**config.mk**
```make
export PLATFORM = sky130hd
export DESIGN_NAME = ipd_apb_regs
export DESIGN_NICKNAME = d
export VERILOG_FILES = /design/src/rtl/ipd_pkg.sv /design/src/rtl/ipd_apb_regs.sv
export SDC_FILE = /design/constraint.sdc
export NUM_CORES = 1
export LEC_CHECK = 0
export BUFFER_PORTS_ARGS = -buffer_cell sky130_fd_sc_hd__buf_2
export CELL_PAD_IN_SITES_DETAIL_PLACEMENT = 1
export CELL_PAD_IN_SITES_GLOBAL_PLACEMENT = 1
export CORE_MARGIN = 2
export CORE_UTILIZATION = 39
export DETAILED_ROUTE_END_ITERATION = 10
export PLACE_DENSITY_LB_ADDON = 0.1
export SYNTH_ARGS = -nofsm -noshare
export SYNTH_HDL_FRONTEND = slang
export SYNTH_SLANG_ARGS = --single-unit
```
**constraint.sdc**
```tcl
create_clock -name clk_i -period 1.32 [get_ports clk_i]
set_input_delay 0.066 -clock clk_i [delete_from_list [all_inputs] [get_ports clk_i]]
set_output_delay 0.066 -clock clk_i [all_outputs]
set_load 0.02 [all_outputs]
```
**src/rtl/ipd_pkg.sv**
```systemverilog
// Shared types, constants and helpers of the pulse-distance infrared decoder.
`default_nettype none

package ipd_pkg;

  localparam int TimeW   = 32;
  localparam int WinW    = 16;
  localparam int BitCntW = 6;
  localparam int WordW   = 32;
  localparam int AddrW   = 5;
  localparam int DataW   = 32;

  localparam logic [WinW-1:0] StartMinRst = 16'd240;
  localparam logic [WinW-1:0] StartMaxRst = 16'd300;
  localparam logic [WinW-1:0] ZeroMinRst  = 16'd20;
  localparam logic [WinW-1:0] ZeroMaxRst  = 16'd30;
  localparam logic [WinW-1:0] OneMinRst   = 16'd30;
  localparam logic [WinW-1:0] OneMaxRst   = 16'd60;

  typedef enum logic [2:0] {
    RegStartMin = 3'd0,
    RegStartMax = 3'd1,
    RegZeroMin  = 3'd2,
    RegZeroMax  = 3'd3,
    RegOneMin   = 3'd4,
    RegOneMax   = 3'd5
  } reg_idx_e;

  typedef enum logic [2:0] {
    PhStart    = 3'b001,
    PhEndStart = 3'b010,
    PhBits     = 3'b100
  } phase_e;

  typedef struct packed {
    logic [WinW-1:0] start_min;
    logic [WinW-1:0] start_max;
    logic [WinW-1:0] zero_min;
    logic [WinW-1:0] zero_max;
    logic [WinW-1:0] one_min;
    logic [WinW-1:0] one_max;
  } cfg_t;

  // Open interval test: both bounds are exclusive, so an empty window never matches.
  function automatic logic in_window(logic [TimeW-1:0] t, logic [WinW-1:0] lo,
                                     logic [WinW-1:0] hi);
    logic [TimeW-1:0] lo_w;
    logic [TimeW-1:0] hi_w;
    lo_w = {{(TimeW-WinW){1'b0}}, lo};
    hi_w = {{(TimeW-WinW){1'b0}}, hi};
    return (lo_w < t) && (t < hi_w);
  endfunction

endpackage

`default_nettype wire

```
**src/rtl/ipd_apb_regs.sv**
```systemverilog
// APB register file holding the six timing window bounds.
`default_nettype none

module ipd_apb_regs import ipd_pkg::*; (
  input  wire logic             clk_i,
  input  wire logic             rst_ni,
  input  wire logic             psel,
  input  wire logic             penable,
  input  wire logic             pwrite,
  input  wire logic [AddrW-1:0] paddr,
  input  wire logic [DataW-1:0] pwdata,
  output      logic [DataW-1:0] prdata,
  output      logic             pready,
  output      cfg_t             cfg_o
);

  cfg_t     cfg_q, cfg_d;
  reg_idx_e idx;
  logic     wr_en;

  assign idx    = reg_idx_e'(paddr[AddrW-1:2]);
  assign wr_en  = psel && penable && pwrite;
  assign pready = 1'b1;
  assign cfg_o  = cfg_q;

  always_comb begin
    cfg_d = cfg_q;
    if (wr_en) begin
      unique case (idx)
        RegStartMin: cfg_d.start_min = pwdata[WinW-1:0];
        RegStartMax: cfg_d.start_max = pwdata[WinW-1:0];
        RegZeroMin:  cfg_d.zero_min  = pwdata[WinW-1:0];
        RegZeroMax:  cfg_d.zero_max  = pwdata[WinW-1:0];
        RegOneMin:   cfg_d.one_min   = pwdata[WinW-1:0];
        RegOneMax:   cfg_d.one_max   = pwdata[WinW-1:0];
        default:     cfg_d = cfg_q;
      endcase
    end
  end

  always_comb begin
    unique case (idx)
      RegStartMin: prdata = {{(DataW-WinW){1'b0}}, cfg_q.start_min};
      RegStartMax: prdata = {{(DataW-WinW){1'b0}}, cfg_q.start_max};
      RegZeroMin:  prdata = {{(DataW-WinW){1'b0}}, cfg_q.zero_min};
      RegZeroMax:  prdata = {{(DataW-WinW){1'b0}}, cfg_q.zero_max};
      RegOneMin:   prdata = {{(DataW-WinW){1'b0}}, cfg_q.one_min};
      RegOneMax:   prdata = {{(DataW-WinW){1'b0}}, cfg_q.one_max};
      default:     prdata = '0;
    endcase
  end

  always_ff @(posedge clk_i or negedge rst_ni) begin
    if (!rst_ni) begin
      cfg_q.start_min <= StartMinRst;
      cfg_q.start_max <= StartMaxRst;
      cfg_q.zero_min  <= ZeroMinRst;
      cfg_q.zero_max  <= ZeroMaxRst;
      cfg_q.one_min   <= OneMinRst;
      cfg_q.one_max   <= OneMaxRst;
    end else begin
      cfg_q <= cfg_d;
    end
  end

endmodule

`default_nettype wire

```
==> flow_summary.toml <==
[drt]
drt-pass1-iter-count = 4
vias = 3481
postRouteAntennaNets = 0
finalWirelength_mm = 13.9
vias_per_cell = 5.08
wl_per_cell_um = 20.2
drc = 0
drt-initial-drc-count = 58

[logic_synthesis]
ys_warn_count = 0
ys_seq_area_share_pct = 52.0
yosysUniqueCellTypes = 30
synth.avg_cell_area_um2 = 13.9
syn_area_mm2 = 0.00467
ys_ff_latch = 96
synthCells = 335

[setup_path]
ff2ff_path_depth = 3
startpoint_type = "register"
cpMaxStageDelayCell = "dfrtp_1"
path_class = "reg2out"
r2r_end = "cfg_o[10]"
cp_max_fo = 2
critPathRequiredTime_ns = 1.25
crit_path_end_kind = "output pin"
worstReg2RegStart = "cfg_o[10]"
max_stage_delay_ns = 0.38
path_cells = "mux2_2 -> a221oi_2 -> a31oi_1 -> buf_2"
arrival_ns = 1.49
reg2reg_slack_ns = 0.27

[min_path]
worstHoldPathCells = 2
worstHoldPathType = "in2reg"
hp-start = "pwdata[5]"
hold_end = "cfg_o[53]"

[cts]
insertion_delay_ns = 0.34
cts_tree = "done"
h-tree-depth = 3
cts_sinks = 96
cts_max_path_buffers = 2
clk_pin_slew_ns = 0.07
cts_buffers = 9
cts-root-buf = "clkbuf_16"

[run]
max-cap-violations = 0

[layout]
post_route_cells_drive_above_1_share_pct = 59.2
fill_cells = 1226
final_cell_mix = "buf_2, dfrtp_1, buf_4"
fin_nets = 579
antennaDiodeCount = 0
final_cell_area_mm2 = 0.00642
largest_reg_flops = 96
area_growth_pct = 37.4
post-route-util_pct = 55.5
final_common_cell = "buf_2"

[placed_design]
portBuffers = 135
place_area_mm2 = 0.00572
gp_congestion = 0.768
hpwl_mm = 9.65
post-place-ws_ns = -0.0997

[global_routing]
groute.usage.overall_pct = 21.8
overflow = 0
antenna_found_initial = 1
grt_pass1_wl_mm = 21.2
first_global_vias = 3687
grt_max_degree = 46

[sta]
setup_violations = 14
fin_skew_ns = 0
rsz0062_at_grt = "yes"
fmax_ghz = 0.642
layout_setup_ws_ns = -0.237
hold_violations = 0
period_share_pct = 118
period_needed_ns = 1.56
slew_viol_final = 0

[run_status]
outcome = "finished with violations"
violations = "negative setup slack"

[die]
num_rows = 39
coreArea_mm2 = 0.0116
die_area_mm2 = 0.0129
io_pins = 171
start_util_pct = 40.4
die_h_um = 113
die_x_um = 113

[power]
p_per_area_mw_per_mm2 = 1540
power.leakage_nw = 3.30
irDropWorstVdd_mv = 0.714
==> per-layer routing <==
metal  up-vias  part of all wire [%]  GRT usage, %
li1       1595                     -             -
met1      1776                    45          29.2
met2       100                    50          36.2
met3        10                   3.7          3.61
met4         0                   1.4          7.48
met5         -                     0             0
==> critical path, delay by kind of cell (launching register included) <==
kind | cells | cell delay, ns
AO/OA/AOI/OAI | 2 | 0.32
buffers and inverters | 1 | 0.17
flip-flops | 1 | 0.38
multiplexers | 1 | 0.28
==> cells by family (layout without fill, tap and decap cells) <==
| group | after synthesis | in the layout | synth area share [%] |
|---|---|---|---|
| other | 2 | 17 | 0.161 |
| and+or+nand+nor | 30 | 30 | 5.14 |
| DFF | 96 | 96 | 52.0 |
| buffers and inverters | 35 | 227 | 5.43 |
| AOI/OAI and AO/OA | 38 | 38 | 5.70 |
| muxes | 134 | 134 | 31.6 |
==> cells in the mapped netlist <==
cell type / number / share of area (%)
a221oi_1: 4 / 0.75
buf_2: 5 / 0.54
o22a_1: 6 / 1.1
or2_4: 1 / 0.19
nor2_8: 2 / 0.86
o2bb2ai_1: 3 / 0.56
dfstp_2: 22 / 12
mux2_2: 57 / 14
buf_4: 21 / 3.4
nor2_1: 4 / 0.32
nand4_2: 1 / 0.27
nand4b_4: 1 / 0.51
nand2b_1: 2 / 0.27
nor2_4: 4 / 0.96
nor3b_1: 3 / 0.48
dfrtp_1: 74 / 40
a31oi_1: 4 / 0.54
buf_6: 5 / 1.2
nand2_1: 9 / 0.72
a211o_1: 6 / 1.1
mux2i_1: 27 / 5.8
a21oi_1: 6 / 0.64
o21ai_0: 9 / 0.96
mux2_1: 50 / 12
and3b_1: 1 / 0.19
conb_1: 2 / 0.16
clkbuf_1: 3 / 0.24
nor2b_1: 1 / 0.13
inv_1: 1 / 0.080
or2b_4: 1 / 0.24
==> area by class of cell <==
cell class / instances / area (um^2) / area share, %
sequential: 96 / 2430 / 37.8
multi-input combinational: 219 / 2100 / 32.7
timing repair buffer: 210 / 1420 / 22.2
clock buffer: 14 / 274 / 4.27
tap: 143 / 179 / 2.79
clock inverter: 2 / 12.5 / 0.195
inverter: 1 / 3.75 / 0.0585
==> timing repair <==
| item | CTS | global route |
|---|---|---|
| pin swaps | 9 | 4 |
| gates resized for setup | 29 | 10 |
| hold buffers | 1 | 0 |
| setup buffers | 31 | 8 |
| endpoints found under the setup margin | 16 | 16 |
| endpoints found under the hold margin | 81 | 0 |
==> power by group <==
part	switching [mW]	internal, mW	total, mW
Combinational	1.82	1.48	3.29
Sequential	0.422	3.62	4.04
Clock	1.10	1.43	2.54
==> stage by stage <==
step / hold slack, ns / std cells / setup TNS, ns / total power, mW
after floorplan: -0.230 / 350 / 0 / 5.78
after global placement: -0.0138 / 629 / -1.24 / 6.84
after detailed placement: -0.0114 / 629 / -4.49 / 6.92
after CTS: 0.0100 / 677 / -2.16 / 9.84
after global routing: 0.0235 / 685 / -3.11 / 10.3
final: 0.0145 / 685 / -2.10 / 9.87
==> worst max path at each step <==
stage | start | to | cells after the start
after floorplan | cfg_o[67] | prdata[3] | 3
after global placement | paddr[3] | prdata[4] | 6
after detailed placement | paddr[3] | cfg_o[92] | 5
after CTS | cfg_o[55] | prdata[7] | 4
after global routing | cfg_o[61] | prdata[13] | 4
final | cfg_o[61] | prdata[13] | 4
Power figures use the tool's default switching activity.
