[config.mk]
export PLATFORM = sky130hd
export DESIGN_NAME = ipd_core
export DESIGN_NICKNAME = d
export VERILOG_FILES = /design/src/rtl/ipd_pkg.sv /design/src/rtl/ipd_core.sv
export SDC_FILE = /design/constraint.sdc
export NUM_CORES = 1
export LEC_CHECK = 0
export BUFFER_PORTS_ARGS = -buffer_cell sky130_fd_sc_hd__clkbuf_2
export CORE_ASPECT_RATIO = 1.75
export CORE_MARGIN = 2
export CORE_UTILIZATION = 45
export DETAILED_ROUTE_END_ITERATION = 16
export GPL_TIMING_DRIVEN = 0
export PLACE_DENSITY = 0.79
export SLEW_MARGIN = 30
export SYNTH_ARGS = -nofsm -noshare
export SYNTH_HDL_FRONTEND = slang
export SYNTH_SLANG_ARGS = --single-unit
[constraint.sdc]
create_clock -name clk_i -period 9.9 [get_ports clk_i]
set_clock_uncertainty 0.1 [all_clocks]
set_input_delay 0.99 -clock clk_i [delete_from_list [all_inputs] [get_ports clk_i]]
set_output_delay 0.99 -clock clk_i [all_outputs]
set_load 0.01 [all_outputs]
[src/rtl/ipd_pkg.sv]
// Shared types, constants and helpers of the pulse-distance infrared decoder.
`default_nettype none

package ipd_pkg;

  localparam int TimeW   = 32;
  localparam int WinW    = 16;
  localparam int BitCntW = 6;
  localparam int WordW   = 32;
  localparam int AddrW   = 5;
  localparam int DataW   = 32;

  localparam logic [WinW-1:0] StartMinRst = 16'd240;
  localparam logic [WinW-1:0] StartMaxRst = 16'd300;
  localparam logic [WinW-1:0] ZeroMinRst  = 16'd20;
  localparam logic [WinW-1:0] ZeroMaxRst  = 16'd30;
  localparam logic [WinW-1:0] OneMinRst   = 16'd30;
  localparam logic [WinW-1:0] OneMaxRst   = 16'd60;

  typedef enum logic [2:0] {
    RegStartMin = 3'd0,
    RegStartMax = 3'd1,
    RegZeroMin  = 3'd2,
    RegZeroMax  = 3'd3,
    RegOneMin   = 3'd4,
    RegOneMax   = 3'd5
  } reg_idx_e;

  typedef enum logic [2:0] {
    PhStart    = 3'b001,
    PhEndStart = 3'b010,
    PhBits     = 3'b100
  } phase_e;

  typedef struct packed {
    logic [WinW-1:0] start_min;
    logic [WinW-1:0] start_max;
    logic [WinW-1:0] zero_min;
    logic [WinW-1:0] zero_max;
    logic [WinW-1:0] one_min;
    logic [WinW-1:0] one_max;
  } cfg_t;

  // Open interval test: both bounds are exclusive, so an empty window never matches.
  function automatic logic in_window(logic [TimeW-1:0] t, logic [WinW-1:0] lo,
                                     logic [WinW-1:0] hi);
    logic [TimeW-1:0] lo_w;
    logic [TimeW-1:0] hi_w;
    lo_w = {{(TimeW-WinW){1'b0}}, lo};
    hi_w = {{(TimeW-WinW){1'b0}}, hi};
    return (lo_w < t) && (t < hi_w);
  endfunction

endpackage

`default_nettype wire

[src/rtl/ipd_core.sv]
// Decoder state machine: classifies each interval and assembles the code word.
`default_nettype none

module ipd_core import ipd_pkg::*; #(
  parameter int CODE_BITS = 32
) (
  input  wire logic             clk_i,
  input  wire logic             rst_ni,
  input  wire cfg_t             cfg_i,
  input  wire logic             step_i,
  input  wire logic [TimeW-1:0] edge_time_i,
  output      logic             res_valid_o,
  output      logic [WordW-1:0] key_code_o
);

  localparam logic [BitCntW:0] LastPos = (BitCntW+1)'(CODE_BITS - 1);

  phase_e             phase_q, phase_d;
  logic [TimeW-1:0]   prev_q, prev_d;
  logic [BitCntW-1:0] cnt_q, cnt_d;
  logic [WordW-1:0]   shift_q, shift_d;
  logic [TimeW-1:0]   dt;
  logic               is_start, is_zero, is_one;

  // Elapsed ticks wrap naturally with the free-running counter.
  assign dt       = edge_time_i - prev_q;
  assign is_start = in_window(dt, cfg_i.start_min, cfg_i.start_max);
  assign is_zero  = in_window(dt, cfg_i.zero_min, cfg_i.zero_max);
  assign is_one   = in_window(dt, cfg_i.one_min, cfg_i.one_max);

  always_comb begin
    phase_d     = phase_q;
    prev_d      = prev_q;
    cnt_d       = cnt_q;
    shift_d     = shift_q;
    res_valid_o = 1'b0;
    if (step_i) begin
      unique case (phase_q)
        PhEndStart: begin
          if (is_start) begin
            prev_d  = edge_time_i;
            phase_d = PhBits;
          end else begin
            phase_d = PhStart;
          end
        end
        PhBits: begin
          if (is_zero || is_one) begin
            prev_d = edge_time_i;
            // Bits beyond the word width are counted but not stored.
            if (!cnt_q[BitCntW-1]) begin
              shift_d[cnt_q[BitCntW-2:0]] = !is_zero;
            end
            if ({1'b0, cnt_q} >= LastPos) begin
              res_valid_o = 1'b1;
              cnt_d       = '0;
              phase_d     = PhStart;
            end else begin
              cnt_d = cnt_q + 1'b1;
            end
          end else begin
            phase_d = PhStart;
            cnt_d   = '0;
          end
        end
        default: begin
          prev_d  = edge_time_i;
          phase_d = PhEndStart;
        end
      endcase
    end
  end

  assign key_code_o = shift_d;

  always_ff @(posedge clk_i or negedge rst_ni) begin
    if (!rst_ni) begin
      phase_q <= PhStart;
      prev_q  <= '0;
      cnt_q   <= '0;
      shift_q <= '0;
    end else begin
      phase_q <= phase_d;
      prev_q  <= prev_d;
      cnt_q   <= cnt_d;
      shift_q <= shift_d;
    end
  end

endmodule

`default_nettype wire

==> metrics.txt, run 1 <==
Final Max Tran Viols 0; DR WL/cell approximately 17 µm; vias in the first global route 6786; CTS sink cnt 73; Top Usage Layer GRT met2; Vias/cell 5.74; input/output buffers 163; Die W 101 µm; GPL Wtd Cong 0.952; CP required between 8000 and 9000 ps; Die ar. 0.0175 mm²; Synth Cell Area 0.00738 mm²; largest fanout on the critical path 7; final worst slack between 2000 and 3000 ps; Avg Synthesized Cell Area 8.58 µm²; Post-Synth XOR/XNOR Area 2.37%; Nets 1279; Final Hold Vio Count 0; FFs w/ async S/R, synth 100%; postcts setup bufs 0; status complete, no violations; CTS H-tree lvls 3; clock buffer depth 2; peak supply drop 156 µV; EDFF count, synth 0; DIE HEIGHT 173 µm; met1 usage 23.6%; CP delay by family, top compound AO/OA/AOI/OAI gates; root buf cell clkbuf_16; CTS resizes 0; DRT Wirelength 20800 µm; clock-pin transition on the worst setup and hold timing paths 60 ps; CP bufs+invs 3; Place WS 2560 ps; CP Class primary input to output port; Tmin final 7360 ps; yosys warns 0; ys flop type dfrtp_1; Hold Buf Count CTS 0; pin count of the biggest net entering global routing 74; first-pass GRT wire length 32400 µm; max cap viols 0; CP Data Arrival Time 6270 ps; CTS Buf Count 9; worst-margin pin slew 862 ps; worst path cell trace clkbuf_2 > ha_1 > a21o_1 > a31o_4 > o21ba_1 > o21bai_1 > o21ba_2 > xor2_1 > inv_1 > ha_1 > a21oi_1 > nor2b_1 > o21ai_0 > nand2_1 > a2111oi_0 > o211ai_1 > nand4b_1 > nor2_1 > a21oi_1 > a21oi_1 > clkbuf_2; Critical Path Max Stage Delay around 500 ps; Simple-Gate Fraction of Synth Area 14.9%; share of cells above drive strength 1 23.5%; initial core utilization 45.5%; fraction of synthesized area in multiplexers under 10%; Cell variety after synth 82; CP endpoint kind output port; Max-slew headroom 42.4%; Yosys top cell by area dfrtp_1; Synth Register Bits 73; grt met2 use 45.0%; initial antenna violation count 0; share of the synthesized area in the top cell type 24.4%; highest clock rate 136 MHz; Final Setup Violations 0; grt ovf 0; row cnt slightly above 60; Layout area overhead 19.1%; DRC violations left 0; antenna viol nets, final 0; post-synthesis compound-gate area fraction 23.6%; Synth top cells by count a21oi_1, ha_1, inv_1, dfrtp_1, nor2_1; Top Ports between 150 and 200; Tcrit/Tclk final around 74%; syn nets roughly 1100; most frequent cell after synthesis a21oi_1; GR Layer Usage met3 4.03%; via count between 7000 and 8000; core area roughly 0.016 mm²; worst hold-check path type flip-flop to flip-flop; fillcell total approximately 1500; slowest CP cell nand4b_1; DR iter-0 viols 234; post-synthesis sequential area ratio approximately a quarter; Worst setup SP type primary input; dpl hpwl ~17000 µm; Adder-Cell Fraction of Synth Area 20.4%; main combinational cell family by area after synthesis compound AO/OA/AOI/OAI gates; hold slack between 400 and 500 ps; RSZ-0062 raised after global routing false; GRT Total Usage 23.2%; CTS tree built; setup TNS 0 ps; power per cell area 323 mW/mm²; leak pwr 0.00459 µW; Worst-Skew Late Latency 340 ps; Final Util between 50 and 60%; most used cell, CP a21oi_1; Post-Synthesis Cells 860; main area contributors after synthesis dfrtp_1, ha_1, a21oi_1; Tot Pwr 2830 µW; Pre-antenna DRT Iters 5; ant diodes 0
-- area by class of cell --
type	instances	area, µm²	share of cell area, %
Clock inverter	7	100	1.14
Multi-Input combinational cell	659	5040	57.4
Clock buffer	9	225	2.56
Sequential cell	73	1830	20.8
Tap cell	192	240	2.74
Timing Repair Buffer	163	825	9.39
Inverter	102	383	4.36
Buffer	26	138	1.57
-- per-layer routing --
metal / up-vias / wire, µm
met5: - / 0
met2: 201 / 11400
met1: 3313 / 7780
met4: 0 / 836
li1: 3491 / -
met3: 55 / 803
-- registers in the layout (all words and copies together), names as in the netlist --
signal and count:
phase_q 3, shift_q 32, cnt_q 6, prev_q 32
-- worst reg2reg max path, stage by stage, from the launching register on --
cell and delay (ps):
dfrtp_1 360, ha_1 170, inv_1 50, fa_1 390
a21o_1 220, a311oi_1 370, o21ai_0 270, xor2_1 470
inv_1 170, ha_1 340, o211ai_1 90, o21a_1 180
maj3_1 350, o211a_1 210, o211ai_1 400, o31a_4 270
nor3_2 50, o41ai_4 580, buf_6 260, mux2_4 320
-- through the flow --
| stage | area [µm²] | instances |
|---|---|---|
| floorplan | 7380 | 860 |
| global placement | 8430 | 1215 |
| detailed placement | 8450 | 1215 |
| CTS | 8780 | 1231 |
| global route | 8780 | 1231 |
| finish | 8780 | 1231 |
-- path summary, 6_finish.rpt --
path | startpoint | endpoint | slack (ps) | cells after the start
setup / recovery | edge_time_i[4] | key_code_o[19] | 2540 | 21
hold / removal | prev_q[27] | prev_q[27] | 410 | 1
setup reg to reg | prev_q[0] | prev_q[12] | 4150 | 19
hold reg to reg | prev_q[27] | prev_q[27] | 410 | 1
max in group asynchronous | rst_ni | shift_q[16] | 8720 | 1
min in group asynchronous | rst_ni | shift_q[9] | 570 | 1
-- kinds of logic after synthesis --
logic type               Yosys count
flip-flops                        73
AO/OA/AOI/OAI                    274
buffers and inverters            128
adder cells (fa/ha/maj)          121
AND/OR/NAND/NOR                  209
multiplexers                      35
XOR/XNOR                          20
-- cell usage in the layout, fill, tap and decap left out, types with 9 or more instances in the layout --
master,instances
nor3_1,25
dfrtp_1,72
clkbuf_16,9
xnor2_1,12
o211ai_1,13
inv_1,102
clkbuf_1,19
a21oi_1,123
nor2b_1,9
nor2_1,49
ha_1,113
nand2_1,48
nand3_1,13
o21ai_0,40
nand4_1,19
mux2_4,30
a21o_1,14
clkbuf_2,162
-- power by group --
part / switching, µW / internal, µW
Clock: 136 / 223
Combinational: 1180 / 878
Sequential: 44.9 / 370
Note: power is estimated with default switching activity, not from simulation.
==> run 2: changes to the inputs <==
- ABC_AREA: unset -> 1
- PLACE_DENSITY: 0.79 -> 0.81
- clock period: 9.9 -> 6.3 ns (I/O delays scaled with it)
==> run 2 against run 1 <==
- worst setup slack got worse by 1700 ps
- sequential cell count unchanged
- via count increased by 31%
- register-to-register slack got worse by 2400 ps
- critical path depth increased by 2
- highest routed layer unchanged
==> metrics.txt, run 2 <==
most frequent cell after synthesis nand2_1; Final Hold Vio Count 0; pin count of the biggest net entering global routing 74; most used cell, CP nand2_1; Placed Cells 1824; ant diodes 0; worst-margin pin slew 615 ps; Tmin final about 5400 ps; RSZ-0062 raised after global routing false; share of the synthesized area in the top cell type 20.9%; met3 WL post-DR 940 µm; Synth Cell Area 0.00866 mm²; CP delay by family, top compound AO/OA/AOI/OAI gates; CP endpoint kind output port; highest clock rate 185 MHz; antenna viol nets, final 0; Synth Register Bits 73; Max-slew headroom 58.8%; status complete, no violations; DRT Wirelength 24800 µm; initial core utilization 45.5%; clock-pin transition on the worst setup and hold timing paths around 70 ps; most common cell after layout, fill and taps aside nand2_1; Nets 1839; Post-Synthesis Cells 1420; FFs w/ async S/R, synth 100%; biggest regs prev_q x32, shift_q x32, cnt_q x6; via count 9237; root buf cell clkbuf_16; worst path cell trace clkbuf_2 > inv_1 > ha_1 > inv_1 > fa_1 > nand2_1 > nand2_1 > nand3_1 > nand2_1 > nand2_1 > nand2_1 > xor2_1 > inv_1 > ha_1 > a2111oi_0 > o2111ai_1 > a21oi_1 > nand2_2 > inv_2 > buf_6 > nand2_1 > a22oi_1 > clkbuf_2; postcts setup bufs 0; Vias/cell ~5.0; Yosys top cell by area nand2_1; worst hold-check path type primary input to async pin; DIE HEIGHT 188 µm; clock buffer depth 2; GRT Total Usage 25.1%; DRC violations left 0; grt ovf 0; Synth top cells by count nand2_1, inv_1, ha_1, nor2_1, dfrtp_1; Tcrit/Tclk final 86.0%; largest fanout on the critical path 10; EDFF count, synth 0; Worst setup SP type primary input; fillcell total between 1500 and 2000; CP Data Arrival Time 4690 ps; setup TNS 0 ps; CTS sink cnt 73; Top Metal Used met4; CTS Buf Count 9; multi-input logic area 0.00548 mm²; Final Max Tran Viols 0; Pre-antenna DRT Iters 5; CP Class primary input to output port; initial antenna violation count 0; sequential standard cell area 0.00183 mm²; leak pwr 0.00614 µW; met2 wire len 13700 µm; CTS resizes 0; peak supply drop ~180 µV; first-pass GRT wire length 40900 µm; DR WL/cell between 10 and 15 µm; Cell variety after synth 41; ys flop type dfrtp_1; Top Ports 164; input/output buffers 163; GPL Wtd Cong ~0.96; DR iter-0 viols between 500 and 600; Die W 109 µm; Avg Synthesized Cell Area 6.10 µm²; vias in the first global route 9129; yosys warns 0; syn nets 1665; share of cells above drive strength 1 around 14%; most frequent cells in the layout nand2_1, inv_1, clkbuf_2; CP bufs+invs 7; main area contributors after synthesis nand2_1, dfrtp_1, ha_1; core area 0.0190 mm²; Worst-Skew Late Latency 350 ps; Die ar. 0.0204 mm²; slowest CP cell fa_1; Critical Path Max Stage Delay 490 ps; post-synthesis sequential area ratio 21.1%; fin cells 1840; CP required 5570 ps; row cnt 67; Layout area overhead 16.5%; power per cell area 409 mW/mm²; Final Setup Violations 0; max cap viols 0; CTS H-tree lvls 3; Hold Buf Count CTS 0; dpl hpwl between 20000 and 25000 µm; CTS tree built; WL met1 9060 µm
-- run 2: changes by cell type after synthesis, moves of 11 or more --
cell / delta
a21o_1: -13
a21oi_1: -71
a22oi_1: +29
clkbuf_1: -14
inv_1: +217
mux2_4: -30
nand2_1: +434
nand2_2: +11
nand3_1: +47
nand4_1: +34
nor2_1: +63
o21ai_0: -26
-- run 2: layout make-up --
type	instances	share of cell area, %
multi-input cells	1004	54.2
flip-flops and latches	73	18.1
inverters	322	12.0
repair buffers	163	8.17
well taps	241	2.99
clock buffers	11	2.40
plain buffers	21	1.50
clock inverters	5	0.632
-- run 2: path summary, 6_finish.rpt --
check                               start              to  slack [ps]  depth (start not counted)
setup / recovery           edge_time_i[0]  key_code_o[19]         880                         23
hold / removal                     rst_ni       prev_q[4]         170                          1
setup reg to reg                prev_q[8]      prev_q[23]        1720                         24
hold reg to reg                prev_q[22]      prev_q[22]         370                          2
max in group asynchronous          rst_ni     shift_q[29]        5470                          1
min in group clk_i             prev_q[22]      prev_q[22]         370                          2
-- run 2: power breakdown --
group	leakage (µW)	internal (µW)	switching (µW)
sequential	0.000784	560	48.7
combinational	0.00521	1060	1920
clock	0.000146	320	217
-- run 2: stage by stage --
stage          utilization, %  hold slack [ps]  area [µm²]  worst slack [ps]  total power [µW]
4_1_cts                  53.1              200       10100               922              4150
5_1_grt                  53.1              229       10100               513              4650
3_5_place_dp             51.4              358        9790               934              3590
3_3_place_gp             51.4              353        9780               990              3480
2_1_floorplan               -              234        8660              2040              2810
6_report                 53.1              172       10100               881              4130
-- run 2: cell families after synthesis --
| group | share of synthesized area [%] |
|---|---|
| and+or+nand+nor | 36.9 |
| buffers and inverters | 15.7 |
| AOI/OAI and AO/OA | 8.14 |
| adders and majority gates | 16.5 |
| DFF | 21.1 |
| xor gates and xnor gates | 1.62 |
-- run 2: per-layer routing --
layer / track usage, % / up-vias
met5: 0 / -
met4: 12.0 / 0
met3: 2.68 / 54
met2: 48.6 / 235
met1: 25.5 / 4161
li1: - / 4787
